File: src/hw/rtl/cdi_pkg.sv
// shared types, constants and divider reciprocals for the disc id block
package cdi_pkg;

	// track limit and derived counter width
	localparam int MAX_TRACKS = 99;
	localparam int TRACK_W    = $clog2(MAX_TRACKS + 1);

	// field widths
	localparam int FRAME_W = 19;
	localparam int SECS_W  = 13;
	localparam int QSUM_W  = 10;
	localparam int DSUM_W  = 6;
	localparam int CSUM_W  = 8;

	// checksum modulus
	localparam int CSUM_MOD = 255;

	// reciprocal multipliers for division by constants
	localparam logic [18:0] DIV75_MUL   = 19'd447393;
	localparam int          DIV75_SH    = 25;
	localparam logic [12:0] DIV10_MUL   = 13'd6554;
	localparam int          DIV10_SH    = 16;
	localparam logic [12:0] DIV100_MUL  = 13'd5243;
	localparam int          DIV100_SH   = 19;
	localparam logic [13:0] DIV1000_MUL = 14'd8389;
	localparam int          DIV1000_SH  = 23;

	// queue between front and back
	localparam int QDEPTH = 4;
	localparam int QPTR_W = $clog2(QDEPTH);
	localparam int QCNT_W = $clog2(QDEPTH + 1);
	localparam int OCC_W  = QCNT_W + 1;

	typedef enum logic {
		CMD_TRACK   = 1'b0,
		CMD_LEADOUT = 1'b1
	} cmd_t;

	typedef struct packed {
		cmd_t               command;
		logic [FRAME_W-1:0] frame;
	} item_t;

	typedef struct packed {
		logic [31:0]  disc_id;
		logic [6:0]   track_count;
		logic         too_many_tracks;
	} result_t;

	// classified word handed from front to back
	typedef struct packed {
		cmd_t              command;
		logic [SECS_W-1:0] secs;
		logic [QSUM_W-1:0] qsum;
	} work_t;

	typedef struct packed {
		logic  valid;
		work_t work;
	} qword_t;

endpackage

File: src/hw/rtl/cddb_disc_id.sv
// top level of the disc id block: front end, queue and back end
//
//   channel  dir  handshake            word
//   item     in   item_valid/stall     command, frame
//   id       out  id_valid/stall       disc_id, track_count, too_many_tracks
//
// one word per cycle sustained while the result channel is not stalled; a track word causes no result
// a lead-out result is registered through both front end stages, the queue write and
// the output register
// reset clears counters and flags at once, no clearing pass
// a stalled result holds the next lead-out at the queue head; the four-entry
// queue then fills and item_stall rises
module cddb_disc_id (
	input  logic              clk,
	input  logic              arst_n,
	input  logic              item_valid,
	output logic              item_stall,
	input  cdi_pkg::item_t    item,
	output logic              id_valid,
	input  logic              id_stall,
	output cdi_pkg::result_t  id
);

	cdi_pkg::qword_t             push;
	cdi_pkg::qword_t             head;
	logic                        pop;
	logic [cdi_pkg::QCNT_W-1:0]  level;

	// accept and classify
	cdi_front u_front (
		.clk        (clk),
		.arst_n     (arst_n),
		.item_valid (item_valid),
		.item_stall (item_stall),
		.item       (item),
		.level      (level),
		.push       (push)
	);

	// decoupling queue
	cdi_queue u_queue (
		.clk    (clk),
		.arst_n (arst_n),
		.push   (push),
		.pop    (pop),
		.head   (head),
		.level  (level)
	);

	// accumulate and emit
	cdi_back u_back (
		.clk      (clk),
		.arst_n   (arst_n),
		.head     (head),
		.pop      (pop),
		.id_valid (id_valid),
		.id_stall (id_stall),
		.id       (id)
	);

endmodule

File: src/hw/rtl/cdi_front.sv
// front end: accepts words, converts frames to seconds, prepares digit sum terms
module cdi_front (
	input  logic                      clk,
	input  logic                      arst_n,
	input  logic                      item_valid,
	output logic                      item_stall,
	input  cdi_pkg::item_t            item,
	input  logic [cdi_pkg::QCNT_W-1:0] level,
	output cdi_pkg::qword_t           push
);

	logic                          accept;
	logic [cdi_pkg::OCC_W-1:0]     occupancy;
	logic [37:0]                   prod75;
	logic [25:0]                   prod10;
	logic [25:0]                   prod100;
	logic [26:0]                   prod1000;
	logic [cdi_pkg::QSUM_W-1:0]    qsum;

	logic                          valid_s1;
	cdi_pkg::cmd_t                 cmd_s1;
	logic [cdi_pkg::SECS_W-1:0]    secs_s1;
	logic                          valid_s2;
	cdi_pkg::cmd_t                 cmd_s2;
	logic [cdi_pkg::SECS_W-1:0]    secs_s2;
	logic [cdi_pkg::QSUM_W-1:0]    qsum_s2;

	// credit check: queued words plus words in flight must leave a free slot
	always_comb begin
		occupancy  = cdi_pkg::OCC_W'(level) + cdi_pkg::OCC_W'(valid_s1)
		           + cdi_pkg::OCC_W'(valid_s2);
		item_stall = occupancy >= cdi_pkg::OCC_W'(cdi_pkg::QDEPTH);
		accept     = item_valid && !item_stall;
	end

	// frames to seconds by reciprocal multiply
	assign prod75 = 38'(item.frame) * 38'(cdi_pkg::DIV75_MUL);

	// seconds over 10, 100, 1000; digit sum is secs - 9 * (sum of quotients)
	always_comb begin
		prod10   = 26'(secs_s1) * 26'(cdi_pkg::DIV10_MUL);
		prod100  = 26'(secs_s1) * 26'(cdi_pkg::DIV100_MUL);
		prod1000 = 27'(secs_s1) * 27'(cdi_pkg::DIV1000_MUL);
		qsum     = cdi_pkg::QSUM_W'(prod10[cdi_pkg::DIV10_SH +: 10])
		         + cdi_pkg::QSUM_W'(prod100[cdi_pkg::DIV100_SH +: 7])
		         + cdi_pkg::QSUM_W'(prod1000[cdi_pkg::DIV1000_SH +: 4]);
	end

	// stage valids
	always_ff @(posedge clk or negedge arst_n) begin
		if (!arst_n) begin
			valid_s1 <= 1'b0;
			valid_s2 <= 1'b0;
		end else begin
			valid_s1 <= accept;
			valid_s2 <= valid_s1;
		end
	end

	// stage payloads
	always_ff @(posedge clk) begin
		if (accept) begin
			cmd_s1  <= item.command;
			secs_s1 <= prod75[cdi_pkg::DIV75_SH +: cdi_pkg::SECS_W];
		end
		if (valid_s1) begin
			cmd_s2  <= cmd_s1;
			secs_s2 <= secs_s1;
			qsum_s2 <= qsum;
		end
	end

	// word into the queue
	always_comb begin
		push.valid        = valid_s2;
		push.work.command = cmd_s2;
		push.work.secs    = secs_s2;
		push.work.qsum    = qsum_s2;
	end

endmodule

File: src/hw/rtl/cdi_queue.sv
// short queue decoupling the front end from the accumulator
module cdi_queue (
	input  logic                       clk,
	input  logic                       arst_n,
	input  cdi_pkg::qword_t            push,
	input  logic                       pop,
	output cdi_pkg::qword_t            head,
	output logic [cdi_pkg::QCNT_W-1:0] level
);

	cdi_pkg::work_t                mem_q [cdi_pkg::QDEPTH];
	logic [cdi_pkg::QPTR_W-1:0]    wr_ptr_q;
	logic [cdi_pkg::QPTR_W-1:0]    rd_ptr_q;
	logic [cdi_pkg::QCNT_W-1:0]    count_q;

	// pointers and fill count
	always_ff @(posedge clk or negedge arst_n) begin
		if (!arst_n) begin
			wr_ptr_q <= '0;
			rd_ptr_q <= '0;
			count_q  <= '0;
		end else begin
			if (push.valid) begin
				wr_ptr_q <= wr_ptr_q + 1'b1;
			end
			if (pop) begin
				rd_ptr_q <= rd_ptr_q + 1'b1;
			end
			if (push.valid && !pop) begin
				count_q <= count_q + 1'b1;
			end else if (!push.valid && pop) begin
				count_q <= count_q - 1'b1;
			end
		end
	end

	// storage
	always_ff @(posedge clk) begin
		if (push.valid) begin
			mem_q[wr_ptr_q] <= push.work;
		end
	end

	// head of queue
	always_comb begin
		head.valid = count_q != '0;
		head.work  = mem_q[rd_ptr_q];
		level      = count_q;
	end

	// credit scheme must never push into a full queue
	a_no_overflow: assert property (@(posedge clk) disable iff (!arst_n)
		push.valid |-> count_q < cdi_pkg::QCNT_W'(cdi_pkg::QDEPTH))
		else $error("push into full queue");

	// pops only from a non-empty queue
	a_no_underflow: assert property (@(posedge clk) disable iff (!arst_n)
		pop |-> count_q != '0)
		else $error("pop from empty queue");

endmodule

File: src/hw/rtl/cdi_back.sv
// back end: accumulates checksum and track state, builds the disc id
module cdi_back (
	input  logic              clk,
	input  logic              arst_n,
	input  cdi_pkg::qword_t   head,
	output logic              pop,
	output logic              id_valid,
	input  logic              id_stall,
	output cdi_pkg::result_t  id
);

	logic [cdi_pkg::CSUM_W-1:0]  checksum_q;
	logic [cdi_pkg::TRACK_W-1:0] tracks_q;
	logic [cdi_pkg::SECS_W-1:0]  first_q;
	logic                        overflow_q;
	logic                        valid_q;
	cdi_pkg::result_t            id_q;

	logic                        is_lead;
	logic                        take_track;
	logic                        load;
	logic [cdi_pkg::SECS_W-1:0]  qsum_x9;
	logic [cdi_pkg::SECS_W-1:0]  dsum_full;
	logic [cdi_pkg::DSUM_W-1:0]  dsum;
	logic [8:0]                  sum9;
	logic [cdi_pkg::CSUM_W-1:0]  csum_next;
	logic [31:0]                 span;
	cdi_pkg::result_t            result;

	// pop control: lead-out waits for room in the output register
	always_comb begin
		is_lead    = head.work.command == cdi_pkg::CMD_LEADOUT;
		pop        = head.valid && (!is_lead || !valid_q || !id_stall);
		load       = pop && is_lead;
		take_track = pop && !is_lead &&
		             (tracks_q < cdi_pkg::TRACK_W'(cdi_pkg::MAX_TRACKS));
	end

	// digit sum and checksum mod 255
	always_comb begin
		qsum_x9   = (cdi_pkg::SECS_W'(head.work.qsum) << 3)
		          + cdi_pkg::SECS_W'(head.work.qsum);
		dsum_full = head.work.secs - qsum_x9;
		dsum      = dsum_full[cdi_pkg::DSUM_W-1:0];
		sum9      = 9'(checksum_q) + 9'(dsum);
		if (sum9 >= 9'(cdi_pkg::CSUM_MOD)) begin
			sum9 = sum9 - 9'(cdi_pkg::CSUM_MOD);
		end
		csum_next = sum9[cdi_pkg::CSUM_W-1:0];
	end

	// disc id assembly
	always_comb begin
		span = 32'(head.work.secs) - 32'(first_q);
		result.disc_id = '0;
		if (tracks_q != '0) begin
			result.disc_id = {checksum_q, 24'd0} | (span << 8) | {24'd0, 8'(tracks_q)};
		end
		result.track_count     = 7'(tracks_q);
		result.too_many_tracks = overflow_q;
	end

	// per-disc state
	always_ff @(posedge clk or negedge arst_n) begin
		if (!arst_n) begin
			checksum_q <= '0;
			tracks_q   <= '0;
			first_q    <= '0;
			overflow_q <= 1'b0;
		end else if (load) begin
			checksum_q <= '0;
			tracks_q   <= '0;
			first_q    <= '0;
			overflow_q <= 1'b0;
		end else if (take_track) begin
			checksum_q <= csum_next;
			tracks_q   <= tracks_q + 1'b1;
			if (tracks_q == '0) begin
				first_q <= head.work.secs;
			end
		end else if (pop) begin
			overflow_q <= 1'b1;
		end
	end

	// output register valid
	always_ff @(posedge clk or negedge arst_n) begin
		if (!arst_n) begin
			valid_q <= 1'b0;
		end else if (load) begin
			valid_q <= 1'b1;
		end else if (!id_stall) begin
			valid_q <= 1'b0;
		end
	end

	// output register payload
	always_ff @(posedge clk) begin
		if (load) begin
			id_q <= result;
		end
	end

	assign id_valid = valid_q;
	assign id       = id_q;

	// track counter never passes the limit
	a_track_limit: assert property (@(posedge clk) disable iff (!arst_n)
		tracks_q <= cdi_pkg::TRACK_W'(cdi_pkg::MAX_TRACKS))
		else $error("track counter above limit");

	// a lead-out clears the disc state
	a_leadout_clears: assert property (@(posedge clk) disable iff (!arst_n)
		load |=> (tracks_q == '0) && !overflow_q && (checksum_q == '0))
		else $error("state not cleared after lead-out");

	// overflow only once the limit is reached
	a_overflow_at_limit: assert property (@(posedge clk) disable iff (!arst_n)
		overflow_q |-> tracks_q == cdi_pkg::TRACK_W'(cdi_pkg::MAX_TRACKS))
		else $error("overflow flag below track limit");

endmodule

File: config.mk
export PLATFORM = sky130hd
export DESIGN_NAME = cddb_disc_id
export DESIGN_NICKNAME = d
export VERILOG_FILES = /design/src/hw/rtl/cdi_pkg.sv /design/src/hw/rtl/cddb_disc_id.sv /design/src/hw/rtl/cdi_front.sv /design/src/hw/rtl/cdi_queue.sv /design/src/hw/rtl/cdi_back.sv
export SDC_FILE = /design/constraint.sdc
export NUM_CORES = 1
export LEC_CHECK = 0
export BUFFER_PORTS_ARGS = -buffer_cell sky130_fd_sc_hd__buf_4
export CAP_MARGIN = 20
export CORE_MARGIN = 4
export CORE_UTILIZATION = 56
export CTS_CLUSTER_DIAMETER = 120
export CTS_CLUSTER_SIZE = 20
export DETAILED_ROUTE_END_ITERATION = 10
export GPL_ROUTABILITY_DRIVEN = 0
export PLACE_DENSITY_LB_ADDON = 0.3
export SETUP_SLACK_MARGIN = 0.2
export SLEW_MARGIN = 10
export SYNTH_ARGS = -nofsm -noshare
export SYNTH_HDL_FRONTEND = slang
export SYNTH_SLANG_ARGS = --single-unit
File: constraint.sdc
create_clock -name clk -period 6.3 [get_ports clk]
set_input_delay 0.315 -clock clk [delete_from_list [all_inputs] [get_ports clk]]
set_output_delay 0.315 -clock clk [all_outputs]
set_load 0.01 [all_outputs]
# ---- After elaboration in Yosys (flattened, before gate mapping)
# Memory sizes are Yosys's and may differ from the RTL's.
# Index checks and enable logic that the tools add are counted.
# W data, S select, Z words.
dict set report totals {
  ff_bits 117
  ram_bits 96
  inputBits 24
  output_inout_bits 42
  wordCells 85
  memories 1
}
dict set report classes {
  addsub 14
  multipliers 4
  magnitude_cmp 3
  n_eq_ne 2
  muxes 17
  bitwise_logic 2
  reduce_logical 24
}
# memory words width read_ports rd_clocked_by_memory_dff write_ports line
set mem_list {}
lappend mem_list {u_queue.mem_q 4 24 1 0 1 cdi_queue.sv:11} ;# cdi_pkg::work_t mem_q [cdi_pkg::QDEPTH];
# operator n
set op_table {}
lappend op_table {{$mux W13} 3}
lappend op_table {{$mul A19 B19 Y38 const B} 1}
lappend op_table {{$or A32 B32 Y32} 1}
lappend op_table {{$or A32 B7 Y32} 1}
lappend op_table {{$mul A13 B14 Y27 const B} 1}
lappend op_table {{$mul A13 B13 Y26 const B} 1}
lappend op_table {{$mul A13 B12 Y25 const B} 1}
lappend op_table {{$mux W8} 3}
lappend op_table {{$mux W7} 2}
lappend op_table {{$sub A13 B13 Y14} 1}
lappend op_table {{$add A10 B4 Y10} 1}
lappend op_table {{$add A10 B7 Y10} 1}
lappend op_table {{$add A8 B6 Y9} 1}
lappend op_table {{$ge A9 B8 Y1 const B} 1}
lappend op_table {{$reduce_bool A2 Y1} 4}
lappend op_table {{$sub A8 B8 Y8 const B} 1}
lappend op_table {{$add A7 B1 Y7 const B} 1}
lappend op_table {{$logic_and A1 B1 Y1} 7}
lappend op_table {{$logic_not A7 Y1} 1}
lappend op_table {{$lt A7 B7 Y1 const B} 1}
lappend op_table {{$mux W1} 7}
lappend op_table {{$reduce_bool A7 Y1} 1}
lappend op_table {{$add A6 B6 Y6} 1}
lappend op_table {{$logic_not A1 Y1} 6}
lappend op_table {{13 further kinds} 17}

# ---- Longest topological paths before layout
# An unclocked memory read counts as a cell.
dict set report depth {
  ltp_word 9
  mapped_depth 29
  depth_no_buf 29
}

# ---- Modules after synthesis
# From an unflattened synthesis, not the netlist that was laid out.
dict set report hier_totals {
  cells_unflattened 1861
  area_unflattened_um2 21784.6
}
# mod instances cells_each area_each_um2 seq_area_each_um2
set by_module_without_submodules {}
lappend by_module_without_submodules {cdi_front 1 1310 13872.1 1191.1}
lappend by_module_without_submodules {cdi_back 1 392 4016.4 1861.8}
lappend by_module_without_submodules {cdi_queue 1 159 3896.2 3057.9}

# ---- Least setup slack after synthesis
# No wires, ideal clock.
dict set report synth_timing {
  kind {register to register}
  startpoint {reg u_front.secs_s1[10] in the netlist's numbering}
  endpoint {reg u_front.qsum_s2[5] in the netlist's numbering (data pin)}
  setup_ns 0.260
  arrival_time_ns 6.216
  required_time_ns 6.040
  setup_slack_ns -0.175
  stages_incl_launch_ff 24
  n_path_buf 0
  period_less_slack_ns 6.475
  path_cell_list {edfxtp_1 -> fa_1 -> ha_1 -> fa_1 -> fa_1 -> inv_1 -> fa_1 -> inv_1 -> ha_1 -> a21o_1 -> a21o_1 -> a2111o_1 -> a211oi_2 -> nor2_1 -> a21o_1 -> xnor2_1 -> fa_1 -> inv_1 -> ha_1 -> a21o_1 -> a21oi_1 -> xnor2_1 -> xnor2_1 -> xnor2_1}
}
dict set report synth_via {
  elab_chain_len 3
  elab_cells_between_ends 5
  cone_classes {add/sub (2); mul (3)}
}
# element line
set synth_rtl {}
lappend synth_rtl {{from (decl)} cdi_front.sv:22} ;# logic [cdi_pkg::SECS_W-1:0] secs_s1;
lappend synth_rtl {{from (signal assigned)} cdi_front.sv:64} ;# secs_s1 <= prod75[cdi_pkg::DIV75_SH +: cdi_pkg::SECS_W];
lappend synth_rtl {{$mul A13 B12 Y25 / $mul A13 B13 Y26 (equally long branches)} {cdi_front.sv:41, cdi_front.sv:42}}
lappend synth_rtl {{$add A10 B7 Y10} cdi_front.sv:45} ;# + cdi_pkg::QSUM_W'(prod100[cdi_pkg::DIV100_SH +: 7])
lappend synth_rtl {{$add A10 B4 Y10 *} cdi_front.sv:46} ;# + cdi_pkg::QSUM_W'(prod1000[cdi_pkg::DIV1000_SH +: 4]);
lappend synth_rtl {{named net u_front.qsum (one bit)} cdi_front.sv:18} ;# logic [cdi_pkg::QSUM_W-1:0] qsum;
lappend synth_rtl {{to (signal assigned)} cdi_front.sv:69} ;# qsum_s2 <= qsum;
lappend synth_rtl {{to (decl)} cdi_front.sv:26} ;# logic [cdi_pkg::QSUM_W-1:0] qsum_s2;
# The timed path passes the listed nets; every way through them passes the cells marked *.
# A chain may end at the register's enable or synchronous reset.

# ---- Worst setup path after layout
dict set report layout_timing {
  startpoint {reg u_front.secs_s1[9] in the netlist's numbering}
  endpoint {reg u_front.qsum_s2[5] in the netlist's numbering (data pin)}
}
# The elaborated chain is that of the path after synthesis.

==> flow_summary.json <==
{
  "status": "finished with violations",
  "violations": "setup timing",
  "multi_input_area_mm2": 0.0132,
  "clock-sinks": 190,
  "hold_ws_ns": 0.0763,
  "synth-seq-area-share": 0.273,
  "arrival_ns": 6.60,
  "post-place-ws_ns": -0.288,
  "detail_route.vias_per_cell": 5.38,
  "antenna_found_initial": 0,
  "fillers": 2709,
  "grt_pass1_vias": 13700,
  "clockRootBuffer": "clkbuf_16",
  "synth_top_family_by_area": "adder cells",
  "drt-total-wl_um": 40800,
  "criticalPathCategory": "flip-flop to flip-flop",
  "synth_seq_cells": 190,
  "utilization": 0.638,
  "synth_area_leader_cell": "fa_1",
  "cts_tree": "yes",
  "ff2ff_setup_slack_ns": -0.12,
  "maxSlewHeadroom": 0.306,
  "synthAdderAreaFrac": 0.482,
  "final_hold_viol_count": 0,
  "period_needed_ns": 6.42,
  "dieArea_mm2": 0.0392,
  "netlist_area_mm2": 0.0202,
  "required_ns": 6.48,
  "ys_types": 63,
  "synth-xor-area-share": 0.0295,
  "slew_violations": 0,
  "min_path_cells": 1,
  "die_w_um": 198,
  "fp.dieH_um": 198,
  "clock_path_buffers": 2,
  "synth-simple-area-share": 0.0519,
  "post-route-period-util": 1.02,
  "path_max_fanout": 4,
  "cp-endpoint": "u_front.qsum_s2[5]",
  "drtIter0Drc": 632,
  "cts_max_level": 4,
  "clk_pin_slew_ns": 0.08,
  "cts_buffers": 17,
  "max_freq_mhz": 156,
  "io_pins": 66,
  "critPathLaunch": "u_front.secs_s1[9]",
  "setup_viol": 1,
  "coreArea_mm2": 0.0356,
  "maxCapViolCount": 0,
  "antenna_cells": 0,
  "synthMuxAreaShare": 0.0239,
  "synth-compound-area-share": 0.0553,
  "track_usage": 0.216,
  "syn_area_per_cell_um2": 11.6,
  "syn-num-nets": 2394,
  "grt_max_degree": 58,
  "hpwl_um": 33900,
  "io_buffers": 64,
  "yosysTopAreaCellShare": 0.245,
  "ys_warn_count": 0,
  "area_delta_synth_final_pct": 12.5,
  "num_vias": 12700,
  "fin_skew_ns": 0.0169,
  "async_flop_share": 0.205,
  "antenna_left": 0,
  "regArea_mm2": 0.00551,
  "worst_slew_pin_slew_ns": 1.04,
  "synthCells": 1741,
  "worst_slack_ns": -0.121,
  "row_count": 69,
  "wl_per_cell_um": 17.3,
  "r2r-start": "u_front.secs_s1[9]",
  "initial_utilization": 0.568,
  "synth_flop_cell": "edfxtp_1",
  "grt_pass1_wl_um": 67800,
  "synth_edf_count": 151,
  "r2r_cells": 25,
  "ys_top_cells_by_area": "fa_1 (24%), ha_1 (24%), edfxtp_1 (22%)",
  "clk_latency_ns": 0.44,
  "end_kind": "flip-flop",
  "rsz0062_at_grt": "yes",
  "critPathLaunchType": "flip-flop",
  "drive_above_1_share": 0.135,
  "detail_route.drc_violations": 0,
  "first_pass_iters": 5,
  "reg2reg_to": "u_front.qsum_s2[5]",
  "gr-total-overflow": 0,
  "hp-class": "primary input to flip-flop",
  "nets": 2543
}
## metrics by stage
| step | setup TNS [ns] | cell area (um^2) | cells |
|---|---|---|---|
| after global placement | -0.201 | 21800 | 2320 |
| final | -0.121 | 22700 | 2364 |
| after global routing | -0.411 | 22700 | 2364 |
| after detailed placement | -0.288 | 21800 | 2320 |
| after floorplan | 0 | 20200 | 1741 |
| after CTS | -0.0991 | 22500 | 2356 |
## synth_stat cells (2+ instances only)
| cell type | number |
|---|---|
| a2111oi_0 | 2 |
| a211o_1 | 2 |
| a211oi_1 | 3 |
| a21o_1 | 20 |
| a21oi_1 | 47 |
| a221o_1 | 2 |
| a31oi_1 | 9 |
| a32oi_1 | 2 |
| a41o_1 | 2 |
| and2_1 | 8 |
| and3_1 | 10 |
| and4_1 | 7 |
| buf_1 | 2 |
| buf_2 | 4 |
| buf_4 | 3 |
| clkbuf_1 | 14 |
| dfrtp_1 | 39 |
| edfxtp_1 | 151 |
| fa_1 | 247 |
| ha_1 | 382 |
| inv_1 | 428 |
| mux2i_1 | 2 |
| mux4_2 | 20 |
| nand2_1 | 52 |
| nand2b_1 | 11 |
| nand3_1 | 21 |
| nand4_1 | 9 |
| nand4b_1 | 2 |
| nor2_1 | 41 |
| nor2b_1 | 10 |
| nor3_1 | 17 |
| o2111ai_1 | 3 |
| o211ai_1 | 2 |
| o21a_1 | 5 |
| o21ai_0 | 32 |
| o21ai_1 | 11 |
| o21bai_1 | 2 |
| o22ai_1 | 2 |
| o31ai_1 | 16 |
| or2_2 | 2 |
| or3_1 | 9 |
| xnor2_1 | 46 |
| xor2_1 | 22 |
## per-layer routing
layer | part of all wire | global-route usage | up-vias | wire length (um)
met1 | 0.43 | 0.295 | 6332 | 17700
met5 | 0 | 0 | - | 0
met2 | 0.50 | 0.373 | 272 | 20500
met3 | 0.043 | 0.0282 | 57 | 1740
li1 | - | - | 6052 | -
met4 | 0.021 | 0.0492 | 0 | 869
## cell usage in the layout (no fill, tap or decap), types with 11 or more instances in the layout
master	n
dfrtp_1	39
nand2_1	51
ha_1	370
xor2_1	20
a21oi_1	40
fa_1	246
inv_1	414
o21ai_1	11
mux4_2	20
clkbuf_16	17
xnor2_1	42
o21ai_0	31
a21o_1	20
edfxtp_1	151
nor3_1	17
inv_2	14
o31ai_1	16
nand2b_1	11
nor2_1	40
nand3_1	21
buf_4	146
## registers in the layout, indices dropped and copies added, names as in the netlist
name / flops
u_front.valid_s2: 1
u_front.secs_s1: 13
u_back.id_valid: 1
u_back.checksum_q: 8
u_back.tracks_q: 7
u_front.cmd_s1: 1
u_front.cmd_s2: 1
u_back.id: 37
u_queue.wr_ptr_q: 2
u_front.valid_s1: 1
u_queue.level: 3
u_front.qsum_s2: 6
u_back.first_q: 13
u_queue.mem_q: 80
u_queue.rd_ptr_q: 2
u_back.overflow_q: 1
u_front.secs_s2: 13
## area by class of cell
cell class | instances | area share
clock inverters | 15 | 0.00970
multi-input cells | 1100 | 0.581
flip-flops and latches | 190 | 0.243
clock buffers | 17 | 0.0187
inverters | 428 | 0.0708
well taps | 461 | 0.0254
repair buffers | 153 | 0.0521
## critical path, cell delays in order, from the launching register on
cell and delay [ns]:
edfxtp_1 0.51, buf_6 0.17, buf_6 0.12, fa_1 0.48, ha_4 0.29, fa_1 0.43
fa_1 0.56, inv_2 0.04, fa_1 0.40, inv_1 0.13, ha_4 0.23, a21o_1 0.18
a21o_1 0.16, a2111o_1 0.37, a211oi_2 0.19, nor2_1 0.10, a21o_1 0.20, xnor2_2 0.15
fa_1 0.49, inv_2 0.05, ha_4 0.21, a21o_1 0.18, a21oi_2 0.16, xnor2_2 0.13
xnor2_1 0.15, xnor2_1 0.09
## logic make-up after synthesis
| logic type | count (synthesis) |
|---|---|
| simple gates | 206 |
| mux | 23 |
| xor+xnor | 68 |
| compound gates | 173 |
| buf+inv | 451 |
| other cells | 1 |
| flops | 190 |
| fa+ha+maj | 629 |
## how the worst min path moves through the flow
stage | start | endpoint | slack (ns)
floorplan | arst_n | u_back.checksum_q[0] | 0.02
global placement | arst_n | u_back.first_q[11] | 0.33
detailed placement | arst_n | u_back.first_q[11] | 0.33
CTS | item[19] | u_front.cmd_s1 | 0.07
global route | item[19] | u_front.cmd_s1 | 0.06
finish | item[19] | u_front.cmd_s1 | 0.08
## what timing repair did
action                                  4_1_cts  5_1_grt
pin swaps                                     9       15
hold buffers                                  1        0
hold endpoints to repair                     39        0
buffers inserted                              3        7
resized for setup                            11       29
endpoints found under the setup margin        4        4
Power is not shown: default switching activity piles up to over one toggle a cycle in this logic, so the estimate is an artifact.
